File: src/sv/lbps_pkg.sv
// Shared types and constants for the LED and button panel scanner.
// No dependencies; used by every module of the block.
`timescale 1ns / 1ps
`default_nettype none

package lbps_pkg;

    // width of the button readback and of the shown frame
    localparam int FIELD_BITS = 24;
    localparam int KEY_BITS   = 5;

    // opcodes
    localparam logic [3:0] OP_TICK     = 4'd0;
    localparam logic [3:0] OP_SET_BG   = 4'd1;
    localparam logic [3:0] OP_CLR_BG   = 4'd2;
    localparam logic [3:0] OP_SET_BL   = 4'd3;
    localparam logic [3:0] OP_CLR_BL   = 4'd4;
    localparam logic [3:0] OP_SET_OV   = 4'd5;
    localparam logic [3:0] OP_CLR_OV   = 4'd6;
    localparam logic [3:0] OP_WIPE_BG  = 4'd7;
    localparam logic [3:0] OP_WIPE_BL  = 4'd8;
    localparam logic [3:0] OP_WIPE_ALL = 4'd9;

    localparam logic [7:0] BLINK_TICKS_RST = 8'd20;

    typedef struct packed {
        logic [3:0]            opcode;
        logic [7:0]            led_number;
        logic [FIELD_BITS-1:0] raw_buttons;
    } in_item_t;

    typedef struct packed {
        logic [FIELD_BITS-1:0] led_pattern;
        logic                  key_valid;
        logic [KEY_BITS-1:0]   key_number;
        logic                  key_pressed;
        logic                  last;
    } out_item_t;

    // one tick handed from the front to the back
    typedef struct packed {
        logic [FIELD_BITS-1:0] pattern;
        logic [FIELD_BITS-1:0] diff;
        logic [FIELD_BITS-1:0] buttons;
    } job_t;

endpackage

`default_nettype wire

File: src/sv/led_button_panel_scanner_core.sv
// Top level of the LED and button panel scanner.
// Depends on lbps_pkg, lbps_front, lbps_job_fifo and lbps_back.
//
// channel   | handshake        | payload
// ----------+------------------+---------------------------------
// input     | push / full      | item   (opcode, led_number, raw_buttons)
// result    | empty / pop      | result (led_pattern, key_* , last)
// config    | cfg_wr           | cfg_data (blink_ticks)
//
// LED operations are applied in the front end and give no result.
// A tick is taken as a job; the back end then loads the job and sends the
// frame and one event per changed button, each when the result slot is free.
// Two tick jobs can wait between front and back; full rises when both wait.
// Reset clears all maps, button history, blink counter and phase;
// blink_ticks returns to 20.
`timescale 1ns / 1ps
`default_nettype none

module led_button_panel_scanner_core #(
    parameter int PANELS = 3
) (
    input  wire logic                clk,
    input  wire logic                rst_n,
    input  wire logic                push,
    input  wire lbps_pkg::in_item_t  item,
    output logic                     full,
    output lbps_pkg::out_item_t      result,
    output logic                     empty,
    input  wire logic                pop,
    input  wire logic                cfg_wr,
    input  wire logic [7:0]          cfg_data
);

    logic           job_wr;
    lbps_pkg::job_t job_in;
    logic           job_full;
    logic           job_rd;
    lbps_pkg::job_t job_out;
    logic           job_empty;

    // front end
    lbps_front #(
        .PANELS (PANELS)
    ) u_front (
        .clk      (clk),
        .rst_n    (rst_n),
        .push     (push),
        .item     (item),
        .full     (full),
        .cfg_wr   (cfg_wr),
        .cfg_data (cfg_data),
        .job_wr   (job_wr),
        .job      (job_in),
        .job_full (job_full)
    );

    // job queue
    lbps_job_fifo u_fifo (
        .clk     (clk),
        .rst_n   (rst_n),
        .wr_en   (job_wr),
        .wr_data (job_in),
        .full    (job_full),
        .rd_en   (job_rd),
        .rd_data (job_out),
        .empty   (job_empty)
    );

    // back end
    lbps_back u_back (
        .clk       (clk),
        .rst_n     (rst_n),
        .job       (job_out),
        .job_empty (job_empty),
        .job_rd    (job_rd),
        .result    (result),
        .empty     (empty),
        .pop       (pop)
    );

endmodule

`default_nettype wire

File: src/sv/lbps_job_fifo.sv
// Two-entry queue of tick jobs between the front and the back.
// Depends on lbps_pkg for job_t.
`timescale 1ns / 1ps
`default_nettype none

module lbps_job_fifo (
    input  wire logic          clk,
    input  wire logic          rst_n,
    input  wire logic          wr_en,
    input  wire lbps_pkg::job_t wr_data,
    output logic               full,
    input  wire logic          rd_en,
    output lbps_pkg::job_t     rd_data,
    output logic               empty
);

    lbps_pkg::job_t mem [2];
    logic       wr_ptr_reg, wr_ptr_next;
    logic       rd_ptr_reg, rd_ptr_next;
    logic [1:0] count_reg, count_next;

    assign full    = (count_reg == 2'd2);
    assign empty   = (count_reg == 2'd0);
    assign rd_data = mem[rd_ptr_reg];

    // pointer and count update
    always_comb
    begin
        wr_ptr_next = wr_ptr_reg;
        rd_ptr_next = rd_ptr_reg;
        count_next  = count_reg;
        if (wr_en && !full)
        begin
            wr_ptr_next = ~wr_ptr_reg;
        end
        if (rd_en && !empty)
        begin
            rd_ptr_next = ~rd_ptr_reg;
        end
        if ((wr_en && !full) && !(rd_en && !empty))
        begin
            count_next = count_reg + 2'd1;
        end
        else if (!(wr_en && !full) && (rd_en && !empty))
        begin
            count_next = count_reg - 2'd1;
        end
    end

    always_ff @(posedge clk or negedge rst_n)
    begin
        if (!rst_n)
        begin
            wr_ptr_reg <= 1'b0;
            rd_ptr_reg <= 1'b0;
            count_reg  <= 2'd0;
        end
        else
        begin
            wr_ptr_reg <= wr_ptr_next;
            rd_ptr_reg <= rd_ptr_next;
            count_reg  <= count_next;
        end
    end

    // storage write
    always_ff @(posedge clk)
    begin
        if (wr_en && !full)
        begin
            mem[wr_ptr_reg] <= wr_data;
        end
    end

endmodule

`default_nettype wire

File: src/sv/lbps_front.sv
// Front end: takes items, keeps LED maps, button state and blink phase,
// and turns each tick into a job for the back end. Depends on lbps_pkg.
`timescale 1ns / 1ps
`default_nettype none

module lbps_front #(
    parameter int PANELS = 3
) (
    input  wire logic               clk,
    input  wire logic               rst_n,
    input  wire logic               push,
    input  wire lbps_pkg::in_item_t item,
    output logic                    full,
    input  wire logic               cfg_wr,
    input  wire logic [7:0]         cfg_data,
    output logic                    job_wr,
    output lbps_pkg::job_t          job,
    input  wire logic               job_full
);

    localparam int MAP_BITS = 8 * PANELS;
    localparam int IDX_W    = $clog2(MAP_BITS);
    localparam int FB       = lbps_pkg::FIELD_BITS;
    localparam logic [8:0] MAP_TOP = 9'(MAP_BITS - 1);
    localparam logic [MAP_BITS+FB-1:0] ONES_PAD = {{FB{1'b0}}, {MAP_BITS{1'b1}}};
    localparam logic [FB-1:0] SCAN_MASK = ONES_PAD[FB-1:0];

    logic [MAP_BITS-1:0] bg_reg, bg_next;
    logic [MAP_BITS-1:0] bl_reg, bl_next;
    logic [MAP_BITS-1:0] ov_reg, ov_next;
    logic [FB-1:0]       prev_reg, prev_next;
    logic [7:0]          cnt_reg, cnt_next;
    logic                phase_reg, phase_next;
    logic [7:0]          ticks_reg;

    logic                accept;
    logic [8:0]          pos9;
    logic                in_range;
    logic [MAP_BITS-1:0] mask;
    logic [MAP_BITS-1:0] frame;
    logic [MAP_BITS+FB-1:0] frame_pad;
    logic [FB-1:0]       nb;
    logic [7:0]          cnt_inc;

    assign full   = job_full;
    assign accept = push && !job_full;

    // led number n sits at bit MAP_BITS-1-n of the flat map
    assign pos9     = MAP_TOP - {1'b0, item.led_number};
    assign in_range = ({1'b0, item.led_number} <= MAP_TOP);
    always_comb
    begin
        mask = '0;
        if (in_range)
        begin
            mask[pos9[IDX_W-1:0]] = 1'b1;
        end
    end

    // frame and button change
    assign frame     = phase_reg ? ((bg_reg ^ ov_reg) | bl_reg)
                                 : ((bg_reg ^ ov_reg) & ~bl_reg);
    assign frame_pad = {{FB{1'b0}}, frame};
    assign nb        = ~item.raw_buttons & SCAN_MASK;
    assign cnt_inc   = cnt_reg + 8'd1;

    assign job.pattern = frame_pad[FB-1:0];
    assign job.diff    = nb ^ prev_reg;
    assign job.buttons = nb;
    assign job_wr      = accept && (item.opcode == lbps_pkg::OP_TICK);

    // map and blink state update
    always_comb
    begin
        bg_next    = bg_reg;
        bl_next    = bl_reg;
        ov_next    = ov_reg;
        prev_next  = prev_reg;
        cnt_next   = cnt_reg;
        phase_next = phase_reg;
        if (accept)
        begin
            unique case (item.opcode)
                lbps_pkg::OP_TICK:
                begin
                    prev_next = nb;
                    if (cnt_inc >= ticks_reg)
                    begin
                        cnt_next   = 8'd0;
                        phase_next = ~phase_reg;
                    end
                    else
                    begin
                        cnt_next = cnt_inc;
                    end
                end
                lbps_pkg::OP_SET_BG:   bg_next = bg_reg | mask;
                lbps_pkg::OP_CLR_BG:   bg_next = bg_reg & ~mask;
                lbps_pkg::OP_SET_BL:   bl_next = bl_reg | mask;
                lbps_pkg::OP_CLR_BL:   bl_next = bl_reg & ~mask;
                lbps_pkg::OP_SET_OV:   ov_next = ov_reg | mask;
                lbps_pkg::OP_CLR_OV:   ov_next = ov_reg & ~mask;
                lbps_pkg::OP_WIPE_BG:  bg_next = '0;
                lbps_pkg::OP_WIPE_BL:  bl_next = '0;
                lbps_pkg::OP_WIPE_ALL:
                begin
                    bg_next = '0;
                    bl_next = '0;
                    ov_next = '0;
                end
                default:
                begin
                    bg_next = bg_reg;
                end
            endcase
        end
    end

    always_ff @(posedge clk or negedge rst_n)
    begin
        if (!rst_n)
        begin
            bg_reg    <= '0;
            bl_reg    <= '0;
            ov_reg    <= '0;
            prev_reg  <= '0;
            cnt_reg   <= 8'd0;
            phase_reg <= 1'b0;
            ticks_reg <= lbps_pkg::BLINK_TICKS_RST;
        end
        else
        begin
            bg_reg    <= bg_next;
            bl_reg    <= bl_next;
            ov_reg    <= ov_next;
            prev_reg  <= prev_next;
            cnt_reg   <= cnt_next;
            phase_reg <= phase_next;
            if (cfg_wr)
            begin
                ticks_reg <= cfg_data;
            end
        end
    end

endmodule

`default_nettype wire

File: src/sv/lbps_back.sv
// Back end: pulls tick jobs and sends the frame, then one event per
// changed button in ascending order, through an output register.
// Depends on lbps_pkg.
`timescale 1ns / 1ps
`default_nettype none

module lbps_back (
    input  wire logic           clk,
    input  wire logic           rst_n,
    input  wire lbps_pkg::job_t job,
    input  wire logic           job_empty,
    output logic                job_rd,
    output lbps_pkg::out_item_t result,
    output logic                empty,
    input  wire logic           pop
);

    localparam int FB = lbps_pkg::FIELD_BITS;
    localparam logic [1:0] ST_IDLE  = 2'd0;
    localparam logic [1:0] ST_FRAME = 2'd1;
    localparam logic [1:0] ST_EVENT = 2'd2;

    logic [1:0]          state_reg, state_next;
    lbps_pkg::job_t      work_reg, work_next;
    lbps_pkg::out_item_t out_reg, out_next;
    logic                out_valid_reg, out_valid_next;

    logic                slot_free;
    logic [lbps_pkg::KEY_BITS-1:0] low_idx;
    logic [FB-1:0]       diff_rest;

    assign empty     = !out_valid_reg;
    assign result    = out_reg;
    assign slot_free = !out_valid_reg || pop;
    assign diff_rest = work_reg.diff & (work_reg.diff - FB'(1));

    // lowest changed button
    always_comb
    begin
        low_idx = '0;
        for (int i = FB - 1; i >= 0; i--)
        begin
            if (work_reg.diff[i])
            begin
                low_idx = lbps_pkg::KEY_BITS'(i);
            end
        end
    end

    // sequencer
    always_comb
    begin
        state_next     = state_reg;
        work_next      = work_reg;
        out_next       = out_reg;
        out_valid_next = out_valid_reg && !pop;
        job_rd         = 1'b0;
        unique case (state_reg)
            ST_IDLE:
            begin
                if (!job_empty)
                begin
                    job_rd     = 1'b1;
                    work_next  = job;
                    state_next = ST_FRAME;
                end
            end
            ST_FRAME:
            begin
                if (slot_free)
                begin
                    out_next.led_pattern = work_reg.pattern;
                    out_next.key_valid   = 1'b0;
                    out_next.key_number  = '0;
                    out_next.key_pressed = 1'b0;
                    out_next.last        = (work_reg.diff == '0);
                    out_valid_next       = 1'b1;
                    state_next = (work_reg.diff == '0) ? ST_IDLE : ST_EVENT;
                end
            end
            ST_EVENT:
            begin
                if (slot_free)
                begin
                    out_next.led_pattern = '0;
                    out_next.key_valid   = 1'b1;
                    out_next.key_number  = low_idx;
                    out_next.key_pressed = work_reg.buttons[low_idx];
                    out_next.last        = (diff_rest == '0);
                    out_valid_next       = 1'b1;
                    work_next.diff       = diff_rest;
                    if (diff_rest == '0)
                    begin
                        state_next = ST_IDLE;
                    end
                end
            end
            default:
            begin
                state_next = ST_IDLE;
            end
        endcase
    end

    always_ff @(posedge clk or negedge rst_n)
    begin
        if (!rst_n)
        begin
            state_reg     <= ST_IDLE;
            out_valid_reg <= 1'b0;
        end
        else
        begin
            state_reg     <= state_next;
            out_valid_reg <= out_valid_next;
        end
    end

    // payload registers
    always_ff @(posedge clk)
    begin
        work_reg <= work_next;
        out_reg  <= out_next;
    end

endmodule

`default_nettype wire
File: config.mk
export PLATFORM = sky130hd
export DESIGN_NAME = led_button_panel_scanner_core
export DESIGN_NICKNAME = d
export VERILOG_FILES = /design/src/sv/lbps_pkg.sv /design/src/sv/led_button_panel_scanner_core.sv /design/src/sv/lbps_job_fifo.sv /design/src/sv/lbps_front.sv /design/src/sv/lbps_back.sv
export SDC_FILE = /design/constraint.sdc
export NUM_CORES = 1
export LEC_CHECK = 0
export BUFFER_PORTS_ARGS = -buffer_cell sky130_fd_sc_hd__buf_2
export CAP_MARGIN = 20
export CORE_MARGIN = 3
export CORE_UTILIZATION = 35
export DETAILED_ROUTE_END_ITERATION = 10
export GPL_TIMING_DRIVEN = 0
export SLEW_MARGIN = 20
export SYNTH_ARGS = -nofsm -noshare
export SYNTH_HDL_FRONTEND = slang
export SYNTH_SLANG_ARGS = --single-unit
File: constraint.sdc
create_clock -name clk -period 5.7 [get_ports clk]
set_clock_uncertainty 0.05 [all_clocks]
set_input_delay 1.14 -clock clk [delete_from_list [all_inputs] [get_ports clk]]
set_output_delay 1.14 -clock clk [all_outputs]
set_load 0.01 [all_outputs]
* Word-level counts from Yosys, hierarchy flattened
Memories as Yosys holds them, arrays and structs flattened.
Index checks and enable logic that the tools add are counted.
W data, S select, Z words.
** Storage, ports and cells
- Register bits after elaboration :: 224
- Latch bits :: 0
- Memory bits (writable) :: 144
- ROM bits :: 0
- Output and inout bits :: 34
- Memories :: 1
** Memory list
- u_fifo.mem :: depth 2, bits a word 72, read ports 1, clocked after Yosys merged registers in 0, wr ports 1, RTL line lbps_job_fifo.sv:17 : lbps_pkg::job_t mem [2];
** Cells by class
- $add $sub $neg :: 5
- Multipliers :: 0
- Div/mod/pow operators :: 0
- $lt $le $gt $ge :: 5
- Equal/unequal tests :: 16
- Shifts and indexed selects :: 0
- Multiplexer cells :: 54
- Bitwise gates (word level) :: 18
- Reductions and logical operators :: 38
** Operators with widths (count)
- $pmux W24 S3 :: 3
- $and A24 B24 Y24 :: 5
- $mux W5 :: 24
- $or A24 B24 Y24 :: 4
- $mux W24 :: 3
- $not A24 Y24 :: 3
- $mux W32 :: 2
- $pmux W32 S2 :: 1
- $logic_not A24 Y1 :: 2
- $mux W48 :: 1
- $pmux W24 S2 :: 1
- $xor A24 B24 Y24 :: 2
- $sub A24 B1 Y24 const B :: 1
- $eq A4 B3 Y1 const B :: 4
- $mux W2 :: 7
- $lt A5 B6 Y1 const B :: 2
- $reduce_and A2 Y1 :: 5
- $reduce_and A3 Y1 :: 3
- $reduce_bool A3 Y1 :: 3
- $add A8 B1 Y8 const B :: 1
- $eq A4 B2 Y1 const B :: 2
- $eq A4 B4 Y1 const B :: 2
- $ge A8 B8 Y1 :: 1
- $le A8 B5 Y1 const B :: 1
- other kinds (23) :: 53

* Logic depth before layout (Yosys ltp)
- Word-level depth :: 28
- Gate-level depth with buffers :: 10
- Gate-level depth less buffers :: 10

* By module
A second synthesis with hierarchy kept.
** Unflattened totals
- Cell total of the unflattened synthesis :: 1220
- Area, all modules :: 16485.8 um2
** Modules (own cells, without submodules)
- lbps_front :: times used 1, cells an instance 620, area an instance 5959.5 um2, seq. area each 2830.2 um2
- lbps_job_fifo :: times used 1, cells an instance 243, area an instance 5741.8 um2, seq. area each 4424.2 um2
- lbps_back :: times used 1, cells an instance 357, area an instance 4784.6 um2, seq. area each 3198.1 um2

* Least setup slack after synthesis
No wires, ideal clock.
- Path type :: input port to flip-flop
- Start :: input item[33] (netlist bit)
- End :: memory u_fifo.mem[0][0] (netlist bit), enable pin
- Library setup time :: 0.503 ns
- Data arrival time :: 4.824 ns
- Setup slack :: 0.323 ns
- Cell stages on the path :: 5
- Buffers on the path :: 2
- Cells stage by stage :: clkbuf_1 nor2_1 nand2_1 clkbuf_1 nor2_1
** On the way
- Longest elaborated chain between the ends :: 5
** RTL lines
- from (decl) :: RTL line led_button_panel_scanner_core.sv:25 : input wire lbps_pkg::in_item_t item,
- $logic_not A4 Y1 :: RTL line lbps_front.sv:70 : assign job_wr = accept && (item.opcode == lbps_pkg::OP_TICK);
- $logic_and A1 B1 Y1 :: RTL line lbps_front.sv:70
- $logic_and A1 B1 Y1 :: RTL line lbps_job_fifo.sv:69 : if (wr_en && !full)
- $mux W1 :: RTL line lbps_job_fifo.sv:69
- $mux W1 (implied by the code) :: RTL line lbps_job_fifo.sv:71 : mem[wr_ptr_reg] <= wr_data;
- to (decl) :: RTL line lbps_job_fifo.sv:17
No other way between the ends.

* Worst setup path after layout
- Start :: input item[34] (netlist bit)
- End :: memory u_fifo.mem[0][37] (netlist bit), enable pin
The elaborated chain is that of the path after synthesis.

==> metrics <==
outcome=completed; largest net degree at the start of global routing=between 60 and 70; crit path cell chain=buf_2 -> nor2_1 -> and3_1 -> nand2_1 -> clkbuf_1 -> nor2_4 -> buf_16 -> buf_16; max-capacitance violation count=0; WL/cell=18.1 µm; Yosys warning total=0; EDFF count, synth=248; most common cell after layout, fill and taps aside=edfxtp_1; Post-synth ARST share=around a third; main combinational cell family by area after synthesis=simple AND/OR/NAND/NOR gates; Port Buffer Count=81; First DRT Iteration DRCs=just under 800; Cells after Synth=~1.3k; worst reg2reg path startpoint=u_back.work_reg[43]; post-route setup TNS=0 ps; Inserted Clock Buffers=roughly 40; Congestion Overflow GR=0; worst hold margin=roughly 450 ps; Final Max Tran Viols=0; Yosys top cell area share=between 40% and 50%; area leader, netlist=edfxtp_1; crit share post-route=around 58%; Clock Pin Slew Worst Setup and Hold Paths=roughly 50 ps; Pwr Density=approximately 470 nW/µm²; Worst-Margin Slew=between 1000 and 1500 ps; CTS HTree Levels=2; post-CTS sizing=0; mean area per synthesized cell=about 12 µm²; Core ar.=44500 µm²; area delta synth->final=16.8%; Storage cell area=between 10000 and 15000 µm²; Synth Area in Simple Gates=11.1%; half-perimeter wire length after placement=26.0 mm; CTS hold repair buffers=0; I/O pins=83; layout cells sized above 1=between 10% and 20%; antenna viol nets, final=0; global-route wire length before repair=approximately 60 mm; RSZ-0062 raised after global routing=no; Std-Cell Rows=between 70 and 80; startpoint types=input pin; relative slew slack=about 33%; Leakage Power=between 7 and 8 nW; crit path launch=item[34]; Setup crit end kind=flop; Hold Path Class=input pin to async pin; die area=~48000 µm²; WP data arrival=between 3000 and 4000 ps; final hold violations=0; WP data required=5890 ps; CTS max path bufs=3; vias in the first global route=10.6k; synthesized cell area=15900 µm²; XOR/XNOR Fraction of Synth Area=around 3.3%; DR pass1 iterations=5; Largest register FFs=144; kind of critical path=input pin to flop; vias per cell=between 5 and 6; Top delay family on crit path=simple AND/OR/NAND/NOR gates; top post-synthesis cells by area=edfxtp_1 47%, dfrtp_1 19%, o21ai_0 7.3%, mux2_2 3.5%, nor2_1 3.2%; antenna fix cells=0; complex-gate fraction of the synthesized area=approximately a tenth; CTS tree=yes; number of setup buffers added after CTS=0; post-synthesis register bit count=about 370; Peak VDD IR=around 0.00025 V; DR vias=about 10k; Finished Cell Area=about 19000 µm²; Initial Utilization=between 30% and 40%; Root Driver=clkbuf_16; DRC=0; Final #Nets=1500; Final Routed Wirelength=~37 mm; initial antenna violation count=2; Reg2Reg Setup Slack=between 2000 and 2500 ps; die width=between 200 and 250 µm; Fillers=4251; RePlAce Congestion=between 0.8 and 0.9; sequential area share after synthesis=between 60% and 70%; Post-Synth Adder-Cell Area=~1.3%; R2R Path End=u_back.result[1]; Final min period=3310 ps; Most used DFF post-synth=edfxtp_1; fmax=302 MHz; Netlist cell types=67; worst skew pair latency=roughly 550 ps; max incr delay on CP=between 700 and 800 ps; Die Y=around 220 µm; dpl cell area=17300 µm²; most frequent cells in the layout=248 x edfxtp_1, 230 x o21ai_0, 134 x nor2_1; CP max FO=19; Overall Power=between 8 and 9 mW; CP bufs+invs=4; CTS Sinks=approximately 370; final core occ=a little over two fifths; crit-path most repeated cell=buf_16; Setup-failing EPs final=0; slowest library cell on the worst path=nor2_4; Register-to-Register Path Depth=8; Total Routing Usage GR=15.7%; mux cell area share after synthesis=~5.6%; Syn Nets=roughly 1.4k; footprint of the multi-input gates=~5000 µm²
## Yosys cell counts, types with 3 or more instances
cell and number:
buf_1 7, edfxtp_1 248, o22ai_1 8, xnor2_1 54, o31ai_1 4, a31o_2 3, nand2_1 120, and2_1 3
mux2i_1 33, mux2_2 50, or2_2 7, or3_1 5, nor3_1 12, nor2_1 136, xor2_1 6, o211ai_1 7
nand2b_1 9, a211oi_1 3, o311ai_0 4, and3_1 3, inv_1 47, o21ai_0 230, nor4_1 6, clkbuf_1 46
buf_2 3, nand3_1 24, nor4_4 3, ha_1 13, nor3b_1 4, nor2b_1 34, a21oi_1 12, maj3_1 3
dfrtp_1 118
## worst max-delay path by stage
stage	end	slack (ps)	depth (start not counted)
2_1_floorplan	u_fifo.mem[0][0]	320	5
3_3_place_gp	u_fifo.mem[0][37]	-2360	6
3_5_place_dp	u_fifo.mem[0][37]	1810	8
4_1_cts	u_fifo.mem[0][37]	2390	8
5_1_grt	u_fifo.mem[0][37]	2210	8
6_report	u_fifo.mem[0][37]	2390	8
## metal layers
layer  part of all wire [%]  vias to the layer above  GRT usage, %
li1                       -                     4947             -
met1                     43                     5146          20.5
met2                     50                      270          26.6
met3                    4.7                       65          2.53
met4                    2.7                        2          5.57
met5                  0.024                        -             0
## layout make-up
type                       instances  area share, %
tap                              592           4.00
clock inverter                    16          0.695
clock buffer                      59           6.06
inverter                          49           1.01
sequential                       368           56.4
multi-input combinational        829           27.1
timing repair buffer              90           3.47
buffer                            59           1.30
## where the power goes
part           switching (mW)  internal (mW)  total (mW)  leakage (nW)
sequential              0.279           3.63        3.90          4.00
clock                    1.03           1.42        2.45         0.612
combinational            1.43          0.832        2.26          2.51
## metrics by stage
stage	worst slack [ps]	instances
after floorplan	323	1305
after global placement	-2360	1978
after detailed placement	1810	1987
after CTS	2390	2062
after global routing	2210	2062
final	2390	2062
## worst register-to-register path: stages, from the launching register on
cell and delay [ps]:
edfxtp_1 450, nor3b_1 170, a2111o_1 410, o211a_1 250, nor3_2 620, mux2_2 420, o311a_1 300, nand4bb_1 120
o211ai_1 160
## kinds of logic after synthesis
logic type	after synthesis
AOI/OAI and AO/OA	291
xor gates and xnor gates	60
adders and majority gates	17
buffers and inverters	108
DFF	368
muxes	83
and+or+nand+nor	378
Power figures use the tool's default switching activity.
